### config.mk
export PLATFORM = sky130hd
export DESIGN_NAME = legged_gait_sequencer_flat
export DESIGN_NICKNAME = d
export VERILOG_FILES = /design/src/rtl/core/lgs_pkg.sv /design/src/rtl/core/lgs_in_if.sv /design/src/rtl/core/lgs_out_if.sv /design/src/rtl/core/lgs_cfg_if.sv /design/src/rtl/core/legged_gait_sequencer.sv /design/src/rtl/core/lgs_classifier.sv /design/src/flat_wrapper.sv
export SDC_FILE = /design/constraint.sdc
export NUM_CORES = 1
export LEC_CHECK = 0
export ABC_AREA = 1
export BUFFER_PORTS_ARGS = -buffer_cell sky130_fd_sc_hd__buf_2
export CAP_MARGIN = 20
export CORE_MARGIN = 2
export CORE_UTILIZATION = 31
export DETAILED_ROUTE_END_ITERATION = 10
export PLACE_DENSITY = 0.46
export RECOVER_POWER = 25
export SETUP_SLACK_MARGIN = 0.1
export SLEW_MARGIN = 40
export SYNTH_ARGS = -nofsm -noshare
export SYNTH_HDL_FRONTEND = slang
export SYNTH_HIERARCHICAL = 1
export SYNTH_SLANG_ARGS = --single-unit
### constraint.sdc
create_clock -name clk -period 4.5 [get_ports clk]
set_input_delay 0.45 -clock clk [delete_from_list [all_inputs] [get_ports clk]]
set_output_delay 0.45 -clock clk [all_outputs]
set_load 0.05 [all_outputs]
### src/rtl/core/lgs_pkg.sv
// Shared types, constants and the per-step servo write table of the gait sequencer.
// No dependencies; every other file imports this package.
package lgs_pkg;

  localparam int SAMPLE_W        = 10;
  localparam int SAMPLE_BITS_DEF = 10;
  localparam int STEPS_PER_CYCLE = 7;
  localparam int STEP_W          = 3;
  localparam int MAX_WRITES      = 4;
  localparam int CNT_W           = 3;
  localparam int ID_W            = 4;
  localparam int POS_W           = 10;
  localparam int MODE_W          = 3;
  localparam int RULE_W          = 4;
  localparam int CFG_IDX_W       = 3;
  localparam int CFG_DATA_W      = 10;

  localparam logic [STEP_W-1:0] STEP_FIRST = STEP_W'(1);
  localparam logic [STEP_W-1:0] STEP_LAST  = STEP_W'(STEPS_PER_CYCLE);

  // configuration register indexes
  localparam logic [CFG_IDX_W-1:0] CFG_NEAR_LOW  = 3'd0;
  localparam logic [CFG_IDX_W-1:0] CFG_NEAR_MID  = 3'd1;
  localparam logic [CFG_IDX_W-1:0] CFG_NEAR_HIGH = 3'd2;
  localparam logic [CFG_IDX_W-1:0] CFG_FAR_TURN  = 3'd3;
  localparam logic [CFG_IDX_W-1:0] CFG_IR_LIMIT  = 3'd4;

  localparam logic [SAMPLE_W-1:0] NEAR_LOW_RST  = 10'd75;
  localparam logic [SAMPLE_W-1:0] NEAR_MID_RST  = 10'd100;
  localparam logic [SAMPLE_W-1:0] NEAR_HIGH_RST = 10'd180;
  localparam logic [SAMPLE_W-1:0] FAR_TURN_RST  = 10'd200;
  localparam logic [SAMPLE_W-1:0] IR_LIMIT_RST  = 10'd33;

  // classifier rule codes
  localparam logic [RULE_W-1:0] RULE_STRAIGHT_BAND = 4'd0;
  localparam logic [RULE_W-1:0] RULE_SLEFT_BAND    = 4'd1;
  localparam logic [RULE_W-1:0] RULE_SRIGHT_BAND   = 4'd2;
  localparam logic [RULE_W-1:0] RULE_FAR           = 4'd3;
  localparam logic [RULE_W-1:0] RULE_NEAR_FRONT    = 4'd4;
  localparam logic [RULE_W-1:0] RULE_TOO_NEAR      = 4'd5;
  localparam logic [RULE_W-1:0] RULE_FRONT_LEFT    = 4'd6;
  localparam logic [RULE_W-1:0] RULE_LEFT_ONLY     = 4'd7;
  localparam logic [RULE_W-1:0] RULE_DEFAULT       = 4'd8;

  typedef enum logic [MODE_W-1:0] {
    MODE_STRAIGHT = 3'd0,
    MODE_SLEFT    = 3'd1,
    MODE_SRIGHT   = 3'd2,
    MODE_LEFT     = 3'd3,
    MODE_RIGHT    = 3'd4
  } gait_mode_t;

  typedef struct packed {
    logic [SAMPLE_W-1:0] near_low;
    logic [SAMPLE_W-1:0] near_mid;
    logic [SAMPLE_W-1:0] near_high;
    logic [SAMPLE_W-1:0] far_turn;
    logic [SAMPLE_W-1:0] ir_limit;
  } thresh_t;

  typedef struct packed {
    gait_mode_t        mode;
    logic [RULE_W-1:0] rule;
  } class_t;

  typedef struct packed {
    logic [ID_W-1:0]  id;
    logic [POS_W-1:0] pos;
  } servo_wr_t;

  typedef struct packed {
    logic [CNT_W-1:0]                cnt;
    servo_wr_t [MAX_WRITES-1:0]      wr;
  } step_plan_t;

  function automatic servo_wr_t wr_of(input int unsigned id, input int unsigned pos);
    servo_wr_t w;
    w.id  = ID_W'(id);
    w.pos = POS_W'(pos);
    return w;
  endfunction

  // Servo writes for one step; entry 0 goes out first.
  function automatic step_plan_t step_plan(input gait_mode_t mode,
                                           input logic [STEP_W-1:0] step);
    step_plan_t  p;
    logic        left;
    int unsigned s2;
    int unsigned s9;
    p    = '0;
    left = (mode == MODE_LEFT);
    s2   = (mode == MODE_SLEFT) ? 700 : 670;
    s9   = (mode == MODE_SLEFT) ? 920 : ((mode == MODE_SRIGHT) ? 960 : 950);
    if (mode == MODE_LEFT || mode == MODE_RIGHT) begin
      unique case (step)
        3'd1: begin
          p.cnt = 3'd2; p.wr[0] = wr_of(3, 590); p.wr[1] = wr_of(10, 270);
        end
        3'd2: begin
          p.cnt = 3'd2;
          p.wr[0] = wr_of(2, left ? 870 : 610); p.wr[1] = wr_of(8, left ? 870 : 610);
        end
        3'd3: begin
          p.cnt = 3'd2; p.wr[0] = wr_of(3, 520); p.wr[1] = wr_of(10, 200);
        end
        3'd4: begin
          p.cnt = 3'd2; p.wr[0] = wr_of(7, 760); p.wr[1] = wr_of(4, 750);
        end
        3'd5: begin
          p.cnt = 3'd2;
          p.wr[0] = wr_of(6, left ? 1020 : 760); p.wr[1] = wr_of(9, left ? 1020 : 760);
        end
        3'd6: begin
          p.cnt = 3'd2; p.wr[0] = wr_of(7, 830); p.wr[1] = wr_of(4, 820);
        end
        default: begin
          p.cnt = 3'd4;
          p.wr[0] = wr_of(2, 750); p.wr[1] = wr_of(6, 900);
          p.wr[2] = wr_of(8, 730); p.wr[3] = wr_of(9, 900);
        end
      endcase
    end else begin
      unique case (step)
        3'd1: begin
          p.cnt = 3'd2; p.wr[0] = wr_of(7, 760); p.wr[1] = wr_of(4, 750);
        end
        3'd2: begin
          p.cnt = 3'd4;
          p.wr[0] = wr_of(2, 810); p.wr[1] = wr_of(8, 670);
          p.wr[2] = wr_of(6, 960); p.wr[3] = wr_of(9, 820);
        end
        3'd3: begin
          p.cnt = 3'd2; p.wr[0] = wr_of(7, 830); p.wr[1] = wr_of(4, 820);
        end
        3'd4: begin
          p.cnt = 3'd2; p.wr[0] = wr_of(3, 590); p.wr[1] = wr_of(10, 270);
        end
        3'd5: begin
          p.cnt = 3'd4;
          p.wr[0] = wr_of(2, s2);  p.wr[1] = wr_of(8, 810);
          p.wr[2] = wr_of(6, 820); p.wr[3] = wr_of(9, s9);
        end
        3'd6: begin
          p.cnt = 3'd2; p.wr[0] = wr_of(3, 520); p.wr[1] = wr_of(10, 200);
        end
        default: begin
          // final step of the straight family moves nothing
          p.cnt = 3'd0;
        end
      endcase
    end
    return p;
  endfunction

endpackage

### src/rtl/core/lgs_in_if.sv
// Input channel of the gait sequencer: sensor samples and step ticks.
// Depends on lgs_pkg.
interface lgs_in_if import lgs_pkg::*; ();
  logic                valid;
  logic                ready;
  logic                action;
  logic [SAMPLE_W-1:0] dist_sample;
  logic [SAMPLE_W-1:0] front_sample;
  logic [SAMPLE_W-1:0] left_sample;

  modport source (output valid, action, dist_sample, front_sample, left_sample,
                  input ready);
  modport sink   (input valid, action, dist_sample, front_sample, left_sample,
                  output ready);
endinterface

### src/rtl/core/lgs_out_if.sv
// Result channel of the gait sequencer: one servo goal write per transaction.
// Depends on lgs_pkg.
interface lgs_out_if import lgs_pkg::*; ();
  logic              valid;
  logic              ready;
  logic [ID_W-1:0]   servo_id;
  logic [POS_W-1:0]  goal_position;
  logic [MODE_W-1:0] mode_now;
  logic [RULE_W-1:0] rule_hit;
  logic              last_write;

  modport source (output valid, servo_id, goal_position, mode_now, rule_hit, last_write,
                  input ready);
  modport sink   (input valid, servo_id, goal_position, mode_now, rule_hit, last_write,
                  output ready);
endinterface

### src/rtl/core/lgs_cfg_if.sv
// Configuration write channel of the gait sequencer: register index and data.
// Depends on lgs_pkg.
interface lgs_cfg_if import lgs_pkg::*; ();
  logic                  valid;
  logic                  ready;
  logic [CFG_IDX_W-1:0]  index;
  logic [CFG_DATA_W-1:0] data;

  modport source (output valid, index, data, input ready);
  modport sink   (input valid, index, data, output ready);
endinterface

### src/rtl/core/legged_gait_sequencer.sv
// Top level of the legged gait sequencer: sensor state, step counter, result buffer.
// Depends on lgs_pkg, lgs_in_if, lgs_out_if, lgs_cfg_if and lgs_classifier.
//
// Usage:
//   in_ch carries sample transactions (action 0: store distance, front and left
//   readings) and step ticks (action 1). A tick re-classifies the gait mode when
//   the previous cycle of 7 steps has finished, then loads that step's 0 to 4
//   servo goal writes into a 4-entry result buffer. out_ch drains the buffer one
//   write per cycle while out_ch.ready is high; last_write marks the final write
//   of the tick. cfg_ch writes the five threshold registers; it is always ready
//   and writes to an index beyond the list are dropped. Write it only while idle.
// Transaction flow:
//   The first write of a tick is valid the cycle after the tick is taken. A tick
//   with writes holds in_ch until its last write is taken (the buffer drain
//   through the single out_ch port sets this); samples and ticks with no write
//   are taken without holding in_ch. The next transaction is taken in the same
//   cycle that the last buffered write is taken.
// Reset: thresholds 75/100/180/200/33, readings zero, mode slight right, step 1,
//   cycle finished, buffer empty.
// Stall: while out_ch.ready is low the head write holds and in_ch.ready stays low.
module legged_gait_sequencer import lgs_pkg::*; #(
  parameter int SAMPLE_BITS = SAMPLE_BITS_DEF
) (
  input  logic        clk,
  input  logic        rst_n,
  lgs_in_if.sink      in_ch,
  lgs_out_if.source   out_ch,
  lgs_cfg_if.sink     cfg_ch
);

  localparam int KEEP_W = (SAMPLE_BITS < SAMPLE_W) ? SAMPLE_BITS : SAMPLE_W;
  localparam logic [SAMPLE_W-1:0] SAMPLE_MASK = SAMPLE_W'((1 << KEEP_W) - 1);

  thresh_t                    thr_r;
  logic [SAMPLE_W-1:0]        dist_r, front_r, left_r;
  gait_mode_t                 mode_r, mode_nxt;
  logic [RULE_W-1:0]          rule_r, rule_nxt;
  logic [STEP_W-1:0]          step_r, step_nxt;
  logic                       done_r, done_nxt;

  servo_wr_t [MAX_WRITES-1:0] buf_r, buf_nxt;
  logic [CNT_W-1:0]           cnt_r, cnt_nxt;
  gait_mode_t                 out_mode_r;
  logic [RULE_W-1:0]          out_rule_r;

  class_t                     cls;
  step_plan_t                 plan;
  logic [STEP_W-1:0]          step_eff;
  logic                       in_acc, tick_acc, sample_acc, pop, cfg_acc;

  lgs_classifier u_classifier (
    .thr     (thr_r),
    .dist_rd (dist_r),
    .front   (front_r),
    .left    (left_r),
    .cls     (cls)
  );

  assign cfg_ch.ready = 1'b1;
  assign cfg_acc      = cfg_ch.valid;

  assign out_ch.valid         = (cnt_r != '0);
  assign out_ch.servo_id      = buf_r[0].id;
  assign out_ch.goal_position = buf_r[0].pos;
  assign out_ch.mode_now      = MODE_W'(out_mode_r);
  assign out_ch.rule_hit      = out_rule_r;
  assign out_ch.last_write    = (cnt_r == CNT_W'(1));
  assign pop                  = out_ch.valid && out_ch.ready;

  // take a new transaction once the buffer is empty or its last write leaves now
  assign in_ch.ready = (cnt_r == '0) || ((cnt_r == CNT_W'(1)) && out_ch.ready);
  assign in_acc      = in_ch.valid && in_ch.ready;
  assign tick_acc    = in_acc && in_ch.action;
  assign sample_acc  = in_acc && !in_ch.action;

  // classify at the start of a walking cycle, else keep the running mode
  always_comb begin
    mode_nxt = mode_r;
    rule_nxt = rule_r;
    if (done_r) begin
      mode_nxt = cls.mode;
      rule_nxt = cls.rule;
    end
  end

  // out-of-range step codes act as the final step
  assign step_eff = (step_r < STEP_FIRST || step_r > STEP_LAST) ? STEP_LAST : step_r;
  assign plan     = step_plan(mode_nxt, step_eff);

  always_comb begin
    step_nxt = step_eff + STEP_W'(1);
    done_nxt = 1'b0;
    if (step_eff >= STEP_LAST) begin
      step_nxt = STEP_FIRST;
      done_nxt = 1'b1;
    end
  end

  always_comb begin
    buf_nxt = buf_r;
    cnt_nxt = cnt_r;
    if (tick_acc) begin
      buf_nxt = plan.wr;
      cnt_nxt = plan.cnt;
    end else if (pop) begin
      for (int i = 0; i < MAX_WRITES - 1; i++) begin
        buf_nxt[i] = buf_r[i+1];
      end
      cnt_nxt = cnt_r - CNT_W'(1);
    end
  end

  always_ff @(posedge clk) begin
    if (!rst_n) begin
      thr_r  <= '{near_low: NEAR_LOW_RST, near_mid: NEAR_MID_RST,
                  near_high: NEAR_HIGH_RST, far_turn: FAR_TURN_RST,
                  ir_limit: IR_LIMIT_RST};
      dist_r <= '0;
      front_r <= '0;
      left_r <= '0;
      mode_r <= MODE_SRIGHT;
      rule_r <= RULE_STRAIGHT_BAND;
      step_r <= STEP_FIRST;
      done_r <= 1'b1;
      cnt_r  <= '0;
    end else begin
      if (cfg_acc) begin
        unique case (cfg_ch.index)
          CFG_NEAR_LOW:  thr_r.near_low  <= cfg_ch.data;
          CFG_NEAR_MID:  thr_r.near_mid  <= cfg_ch.data;
          CFG_NEAR_HIGH: thr_r.near_high <= cfg_ch.data;
          CFG_FAR_TURN:  thr_r.far_turn  <= cfg_ch.data;
          CFG_IR_LIMIT:  thr_r.ir_limit  <= cfg_ch.data;
          default: ;
        endcase
      end
      if (sample_acc) begin
        dist_r  <= in_ch.dist_sample & SAMPLE_MASK;
        front_r <= in_ch.front_sample & SAMPLE_MASK;
        left_r  <= in_ch.left_sample & SAMPLE_MASK;
      end
      if (tick_acc) begin
        mode_r <= mode_nxt;
        rule_r <= rule_nxt;
        step_r <= step_nxt;
        done_r <= done_nxt;
      end
      cnt_r <= cnt_nxt;
    end
  end

  // payload: no reset needed
  always_ff @(posedge clk) begin
    buf_r <= buf_nxt;
    if (tick_acc) begin
      out_mode_r <= mode_nxt;
      out_rule_r <= rule_nxt;
    end
  end

endmodule

### src/rtl/core/lgs_classifier.sv
// Gait mode classifier: priority chain of strict compares on the stored readings.
// Depends on lgs_pkg.
module lgs_classifier import lgs_pkg::*; (
  input  thresh_t             thr,
  input  logic [SAMPLE_W-1:0] dist_rd,
  input  logic [SAMPLE_W-1:0] front,
  input  logic [SAMPLE_W-1:0] left,
  output class_t              cls
);

  logic front_clear;
  logic front_block;
  logic left_block;

  assign front_clear = front < thr.ir_limit;
  assign front_block = front > thr.ir_limit;
  assign left_block  = left > thr.ir_limit;

  // first match wins; a reading equal to a threshold falls through
  always_comb begin
    priority if (dist_rd > thr.near_mid && dist_rd < thr.near_high && front_clear) begin
      cls = '{mode: MODE_STRAIGHT, rule: RULE_STRAIGHT_BAND};
    end else if (dist_rd > thr.near_high && front_clear) begin
      cls = '{mode: MODE_SLEFT, rule: RULE_SLEFT_BAND};
    end else if (dist_rd > thr.near_low && dist_rd < thr.near_mid && front_clear) begin
      cls = '{mode: MODE_SRIGHT, rule: RULE_SRIGHT_BAND};
    end else if (dist_rd > thr.far_turn) begin
      cls = '{mode: MODE_LEFT, rule: RULE_FAR};
    end else if (dist_rd < thr.near_mid && front_block) begin
      cls = '{mode: MODE_RIGHT, rule: RULE_NEAR_FRONT};
    end else if (dist_rd < thr.near_low) begin
      cls = '{mode: MODE_RIGHT, rule: RULE_TOO_NEAR};
    end else if (front_block && left_block) begin
      cls = '{mode: MODE_RIGHT, rule: RULE_FRONT_LEFT};
    end else if (front_clear && left_block) begin
      cls = '{mode: MODE_SRIGHT, rule: RULE_LEFT_ONLY};
    end else begin
      cls = '{mode: MODE_STRAIGHT, rule: RULE_DEFAULT};
    end
  end

endmodule
### src/flat_wrapper.sv
// flat-port wrapper written by rule: the top's interface ports become plain ports
module legged_gait_sequencer_flat import lgs_pkg::*;
#(
  parameter int SAMPLE_BITS = SAMPLE_BITS_DEF
)
  (clk, rst_n, in_ch_valid, in_ch_action, in_ch_dist_sample, in_ch_front_sample, in_ch_left_sample, in_ch_ready, out_ch_valid, out_ch_servo_id, out_ch_goal_position, out_ch_mode_now, out_ch_rule_hit, out_ch_last_write, out_ch_ready, cfg_ch_valid, cfg_ch_index, cfg_ch_data, cfg_ch_ready);
  lgs_in_if in_ch_i ();
  lgs_out_if out_ch_i ();
  lgs_cfg_if cfg_ch_i ();
  input  logic clk;
  input  logic rst_n;
  input wire logic [$bits(in_ch_i.valid)-1:0] in_ch_valid;
  input wire logic [$bits(in_ch_i.action)-1:0] in_ch_action;
  input wire logic [$bits(in_ch_i.dist_sample)-1:0] in_ch_dist_sample;
  input wire logic [$bits(in_ch_i.front_sample)-1:0] in_ch_front_sample;
  input wire logic [$bits(in_ch_i.left_sample)-1:0] in_ch_left_sample;
  output wire logic [$bits(in_ch_i.ready)-1:0] in_ch_ready;
  output wire logic [$bits(out_ch_i.valid)-1:0] out_ch_valid;
  output wire logic [$bits(out_ch_i.servo_id)-1:0] out_ch_servo_id;
  output wire logic [$bits(out_ch_i.goal_position)-1:0] out_ch_goal_position;
  output wire logic [$bits(out_ch_i.mode_now)-1:0] out_ch_mode_now;
  output wire logic [$bits(out_ch_i.rule_hit)-1:0] out_ch_rule_hit;
  output wire logic [$bits(out_ch_i.last_write)-1:0] out_ch_last_write;
  input wire logic [$bits(out_ch_i.ready)-1:0] out_ch_ready;
  input wire logic [$bits(cfg_ch_i.valid)-1:0] cfg_ch_valid;
  input wire logic [$bits(cfg_ch_i.index)-1:0] cfg_ch_index;
  input wire logic [$bits(cfg_ch_i.data)-1:0] cfg_ch_data;
  output wire logic [$bits(cfg_ch_i.ready)-1:0] cfg_ch_ready;
  assign in_ch_i.valid = in_ch_valid;
  assign in_ch_i.action = in_ch_action;
  assign in_ch_i.dist_sample = in_ch_dist_sample;
  assign in_ch_i.front_sample = in_ch_front_sample;
  assign in_ch_i.left_sample = in_ch_left_sample;
  assign in_ch_ready = in_ch_i.ready;
  assign out_ch_valid = out_ch_i.valid;
  assign out_ch_servo_id = out_ch_i.servo_id;
  assign out_ch_goal_position = out_ch_i.goal_position;
  assign out_ch_mode_now = out_ch_i.mode_now;
  assign out_ch_rule_hit = out_ch_i.rule_hit;
  assign out_ch_last_write = out_ch_i.last_write;
  assign out_ch_i.ready = out_ch_ready;
  assign cfg_ch_i.valid = cfg_ch_valid;
  assign cfg_ch_i.index = cfg_ch_index;
  assign cfg_ch_i.data = cfg_ch_data;
  assign cfg_ch_ready = cfg_ch_i.ready;
  legged_gait_sequencer #(.SAMPLE_BITS(SAMPLE_BITS)) u_core (.clk(clk), .rst_n(rst_n), .in_ch(in_ch_i), .out_ch(out_ch_i), .cfg_ch(cfg_ch_i));
endmodule
Word-level counts from Yosys, hierarchy flattened
Cells that the tools add are included.
- magnitude comparators: 13
- reduce and logical (&&, ||, !) cells: 29
- multiplexer cells: 29
- add/subtract/negate cells: 2
- equality and inequality tests: 15
- operator list (kind ; count):
    case mux 28 bit (6 select lines) ; 2
    two-way mux 42 bit ; 2
    greater-than comparator 10 bit ; 6
    two-way mux 59 bit ; 1
    two-way mux 7 bit ; 8
    case mux 28 bit (2 select lines) ; 1
    < comparator 10 bit ; 4
    two-way mux 28 bit ; 1
    == test 3 x 2 -> 1 bit, second input constant ; 6
    two-way mux 3 bit ; 6
    two-way mux 9 bit ; 2
    == test 3 bit, second input constant ; 5
    logical AND 1 bit ; 13
    == test 3 x 1 -> 1 bit, second input constant ; 4
    two-way mux 6 bit ; 2
    two-way mux 10 bit ; 1
    AND reduction 2 bit ; 5
    zero test 3 bit ; 2
    case mux 3 bit (2 select lines) ; 1
    OR reduction 6 bit ; 1
    two-way mux 4 bit ; 1
    OR reduction 4 bit ; 1
    adder 3 x 1 -> 3 bit, second input constant ; 1
    >= comparator 3 bit, second input constant ; 1
    other kinds (9) ; 11
- input port bits: 49
- register bits: 157
- word-level logic and storage cells: 111
- output and inout port bits: 25

Logic depth before layout (Yosys ltp)
- word-level depth: 17
- gate-level depth with buffers: 26
- gate-level depth less buffers: 26

Cells and area by module
Netlist, hierarchy kept.
- modules (own cells, without submodules) (module ; area an instance (µm²) ; cells an instance ; instances ; sequential area each (µm²)):
    legged_gait_sequencer ; 6459.9 ; 752 ; 1 ; 3473.3
    lgs_classifier ; 1965.6 ; 326 ; 1 ; 0.0

Worst setup path after synthesis
OpenSTA, ideal clock, no wires.
- path type: register to register
- start point: register u_core.cnt_r[1]
- end point: register u_core.cnt_r[1]
- path buffers: 0
- period minus slack after synthesis: 3.149 ns
- data required time: 4.372 ns
- setup slack: 1.351 ns
- setup time: 0.128 ns
- cell stages (with the launch flop): 11
- arrival time: 3.021 ns
- cells stage by stage: dfxtp_1 -> inv_1 -> ha_1 -> inv_1 -> nor2_1 -> nand2_1 -> nand2_2 -> nand3_4 -> nand2_1 -> o21a_1 -> a21oi_1
- cells in the longest elaborated chain, start to end: 6
- elaborated cells between the ends (all ways): 12
- those cells by class: 1 x add/sub; 1 x eq/ne; 2 x mux; 8 x reduce/logical
- ends and longest elaborated chain (what ; line ; RTL):
    start: declaration ; legged_gait_sequencer.sv:42 ; logic [CNT_W-1:0] cnt_r, cnt_nxt;
    start signal: assignment ; legged_gait_sequencer.sv:148 ; cnt_r <= cnt_nxt;
    == test 3 x 1 -> 1 bit (*) ; -- ;
    via out_ch_last_write ; flat_wrapper.sv:23 ; output wire logic [$bits(out_ch_i.last_write)-1:0] out_ch_last_write;
    logical AND 1 bit (*) ; legged_gait_sequencer.sv:71 ; assign in_ch.ready = (cnt_r == '0) || ((cnt_r == CNT_W'(1)) && out_ch.ready);
    logical OR 1 bit (*) ; legged_gait_sequencer.sv:71 ;
    via in_ch_ready ; flat_wrapper.sv:17 ; output wire logic [$bits(in_ch_i.ready)-1:0] in_ch_ready;
    logical AND 1 bit (*) ; legged_gait_sequencer.sv:72 ; assign in_acc = in_ch.valid && in_ch.ready;
    logical AND 1 bit (*) ; legged_gait_sequencer.sv:73 ; assign tick_acc = in_acc && in_ch.action;
    two-way mux 3 bit or nonzero test 2 bit (tied branches) ; -- ;
The timed path passes the listed nets; every way through them passes the cells marked *. The select of a mux whose other input is x is not followed.
A chain may end at the register's enable or synchronous reset.

==> summary.md <==
| Metric | Value |
|---|---|
| Outcome | finished clean |
| Pins Over Slew Limit | 0 |
| Total number of vias | 6749 |
| Largest net degree at the start of global routing | 62 |
| Drt pass-1 iters | 4 |
| Die width | 169 um |
| P&R area growth vs syn | 13.2% |
| Rows | 60 |
| Clock Sinks | 147 |
| ANT cells | 0 |
| Synth Register Bits | 147 |
| Data arrival time of the worst path | 3.27 ns |
| Final setup TNS | 0 ns |
| Cell count after synthesis | about 1100 |
| Layout Nets | 1247 |
| Routed len/inst | 13.6 um |
| Initial Utilization | 31.4% |
| Num ports | 74 |
| Worst setup EP type | register |
| 1st-iter DRT viols | approximately 320 |
| EDFF count, synth | between 50 and 60 |
| Most Frequent Cell on Critical Path | nand2_2 |
| Placed cell areas | 8980 um2 |
| Setup crit start kind | register |
| CP cell instances | inv_1 > ha_1 > nand2_2 > inv_2 > a21oi_4 > nand2_2 > nor2_4 > nand2_2 > nor2_4 > inv_2 > nand2_2 > nand2_2 > inv_1 > nand2_1 > nand2_4 > nor2_2 > nand2_2 > nand2_8 > inv_6 > nor2_8 > nand2_2 > o21ai_2 > inv_2 > nand2_1 |
| First-pass GRT wire length | 34100 um |
| Max Fclk | 323 MHz |
| Most common library cell in the layout ignoring fill and taps | nand2_1 |
| Post-CTS sizing | 0 |
| Fin Clk Skew | about 0.015 ns |
| Synth unique cells | 46 |
| Final instance area | 9540 um2 |
| Worst relative slew slack | 46.0% |
| WP data required | 4.67 ns |
| Crit-path max FO | 18 |
| Post-DP HPWL | 14900 um |
| Clock buffer count from CTS | 17 |
| Postcts setup bufs | 0 |
| Hold_buf cts | 0 |
| GR peak layer | met2 |
| GR met3 Demand/Resource | 2.50% |
| CTS clk-pin slew, worst paths | 0.06 ns |
| Remaining Overflow, GRT | 0 |
| CTS tree | yes |
| Final Hold Fails | 0 |
| Clk_lat worst skew | between 0.4 and 0.5 ns |
| Worst min path class | input port to register |
| GRT Total Usage | between 15 and 20% |
| Final WL | 20200 um |
| Synth async-reset ratio | 0% |
| Slowest stage cell, crit path | dfxtp_1 |
| Met2 global-route usage | 24.5% |
| Period utilization | between 60 and 70% |
| Core Footprint | 26800 um2 |
| Peak VDD IR | 0.000285 V |
| Synth warn | 6 |
| Commonest cells after routing, fill and taps aside | nand2_1, inv_1, nor2_1, o21ai_0, dfxtp_1 |
| Root Driver | clkbuf_16 |
| Maxcap violations | 0 |
| Synthesized Nets | 1200 |
| Fillers | 2826 |
| Worst stage delay on the critical path | between 0.3 and 0.4 ns |
| Post-synthesis sequential area ratio | 41.2% |
| RSZ-0062 raised after global routing | no |
| Final Critical Period | a little over 3 ns |
| Vias in the first global route | between 6000 and 7000 |
| Via/cell ratio | 4.56 |
| PD cells | 678 nW/um2 |
| Syn_area_per_cell | between 7 and 8 um2 |
| Number of port buffers | 71 |
| DRT antenna net count | 0 |
| Share of cells above drive strength 1 | 13.2% |
| Final Setup Violations | 0 |
| CTS H-tree lvls | 4 |
| Syn Std Cell Area | approximately 8400 um2 |
| Prevailing post-synth register cell | dfxtp_1 |
| Number of remaining DRC errors | 0 |
| Die Area | 28500 um2 |
| Leak Pwr | 4.54 nW |
| Met1 usage | 20.8% |
| Die height | 169 um |
| Clock Path Buffers | 2 |
| Routability cong. | 0.828 |
| Critical path class | register to register |
| Worst-Margin Slew | approximately 0.81 ns |
| Initial antenna violation count | 0 |
[path summary, 6_finish.rpt]
| check | start | to | slack (ns) | cells after the start |
|---|---|---|---|---|
| worst max register to register | u_core/thr_r[9] | u_core/buf_r[34] | 1.40 | 24 |
| worst max-delay path | u_core/thr_r[9] | u_core/buf_r[34] | 1.40 | 24 |
| worst min register to register | u_core/left_r[0] | u_core/left_r[0] | 0.45 | 2 |
| worst min-delay path | in_ch_left_sample[8] | u_core/left_r[8] | 0.31 | 3 |
[cells by family (layout without fill, tap and decap cells)]
group           Yosys count  count (layout)  share of synthesized area (%)
simple gates            451             451                           24.6
compound gates          181             181                           12.1
flops                   147             147                           41.2
other cells               2               2                         0.0891
buf+inv                 222             282                           11.0
xor+xnor                  2               2                          0.208
fa+ha+maj                73              73                           10.8
[cells in the mapped netlist, types with 5 or more instances]
cell type	number	area share [%]
clkbuf_1	23	1.0
edfxtp_1	53	19
nand3_2	7	0.83
nor2_1	101	4.5
buf_2	6	0.36
nand2_4	6	0.80
nand4_1	12	0.89
buf_4	17	1.5
nand3_1	54	3.2
inv_2	13	0.58
a21oi_1	55	3.3
clkinv_1	5	0.22
nand2_1	228	10
nor2_2	9	0.67
ha_1	73	11
o21ai_0	98	5.8
nand2_2	15	1.1
inv_1	155	6.9
nor2_4	6	0.80
dfxtp_1	94	22
[critical path: cells and delay by family, from the launching register on]
family,cells,cell delay [ns]
flops,1,0.33
buf+inv,6,0.47
fa+ha+maj,1,0.33
compound gates,2,0.25
simple gates,15,1.45
[state kept, by name (all words and copies together), names as in the netlist]
| name | flops |
|---|---|
| u_core/out_ch.rule_hit | 4 |
| u_core/out_ch.mode_now | 3 |
| u_core/out_ch.goal_position | 9 |
| u_core/out_ch.servo_id | 4 |
| u_core/mode_r | 3 |
| u_core/left_r | 10 |
| u_core/done_r | 1 |
| u_core/step_r | 3 |
| u_core/buf_r | 33 |
| u_core/dist_r | 10 |
| u_core/cnt_r | 3 |
| u_core/rule_r | 4 |
| u_core/front_r | 10 |
| u_core/thr_r | 50 |
[per-stage QoR]
stage	worst slack (ns)	hold slack [ns]	std cells	power, mW	utilization [%]
final	1.40	0.307	1479	6.47	35.6
after global routing	1.03	0.326	1479	7.01	35.6
after CTS	1.40	0.296	1479	6.58	35.8
after detailed placement	1.42	0.444	1447	5.08	33.5
after global placement	1.47	0.435	1447	5.07	33.5
after floorplan	1.35	0.424	1078	4.50	-
[cell type report]
class | instances | area, um2 | area share, %
Multi-Input combinational cell | 709 | 4020 | 42.1
Sequential cell | 147 | 3470 | 36.4
Inverter | 174 | 658 | 6.90
Clock buffer | 18 | 429 | 4.50
Tap cell | 341 | 427 | 4.47
Timing Repair Buffer | 76 | 363 | 3.80
Clock inverter | 14 | 175 | 1.84
[report_power, final]
group          leakage, nW  total [mW]  switching, mW  internal (mW)
clock                0.291        1.47          0.587          0.880
sequential            1.27        2.05          0.175           1.88
combinational         2.97        2.96           2.12          0.834
total                 4.54        6.47           2.88           3.59
[metal layers]
metal	up-vias	share of wire (%)	routed length (um)
met3	18	2.9	589
met5	-	0	0
met1	3077	51	10200
li1	3555	-	-
met2	99	45	9140
met4	0	1.2	248
(Power assumes the default switching activity.)
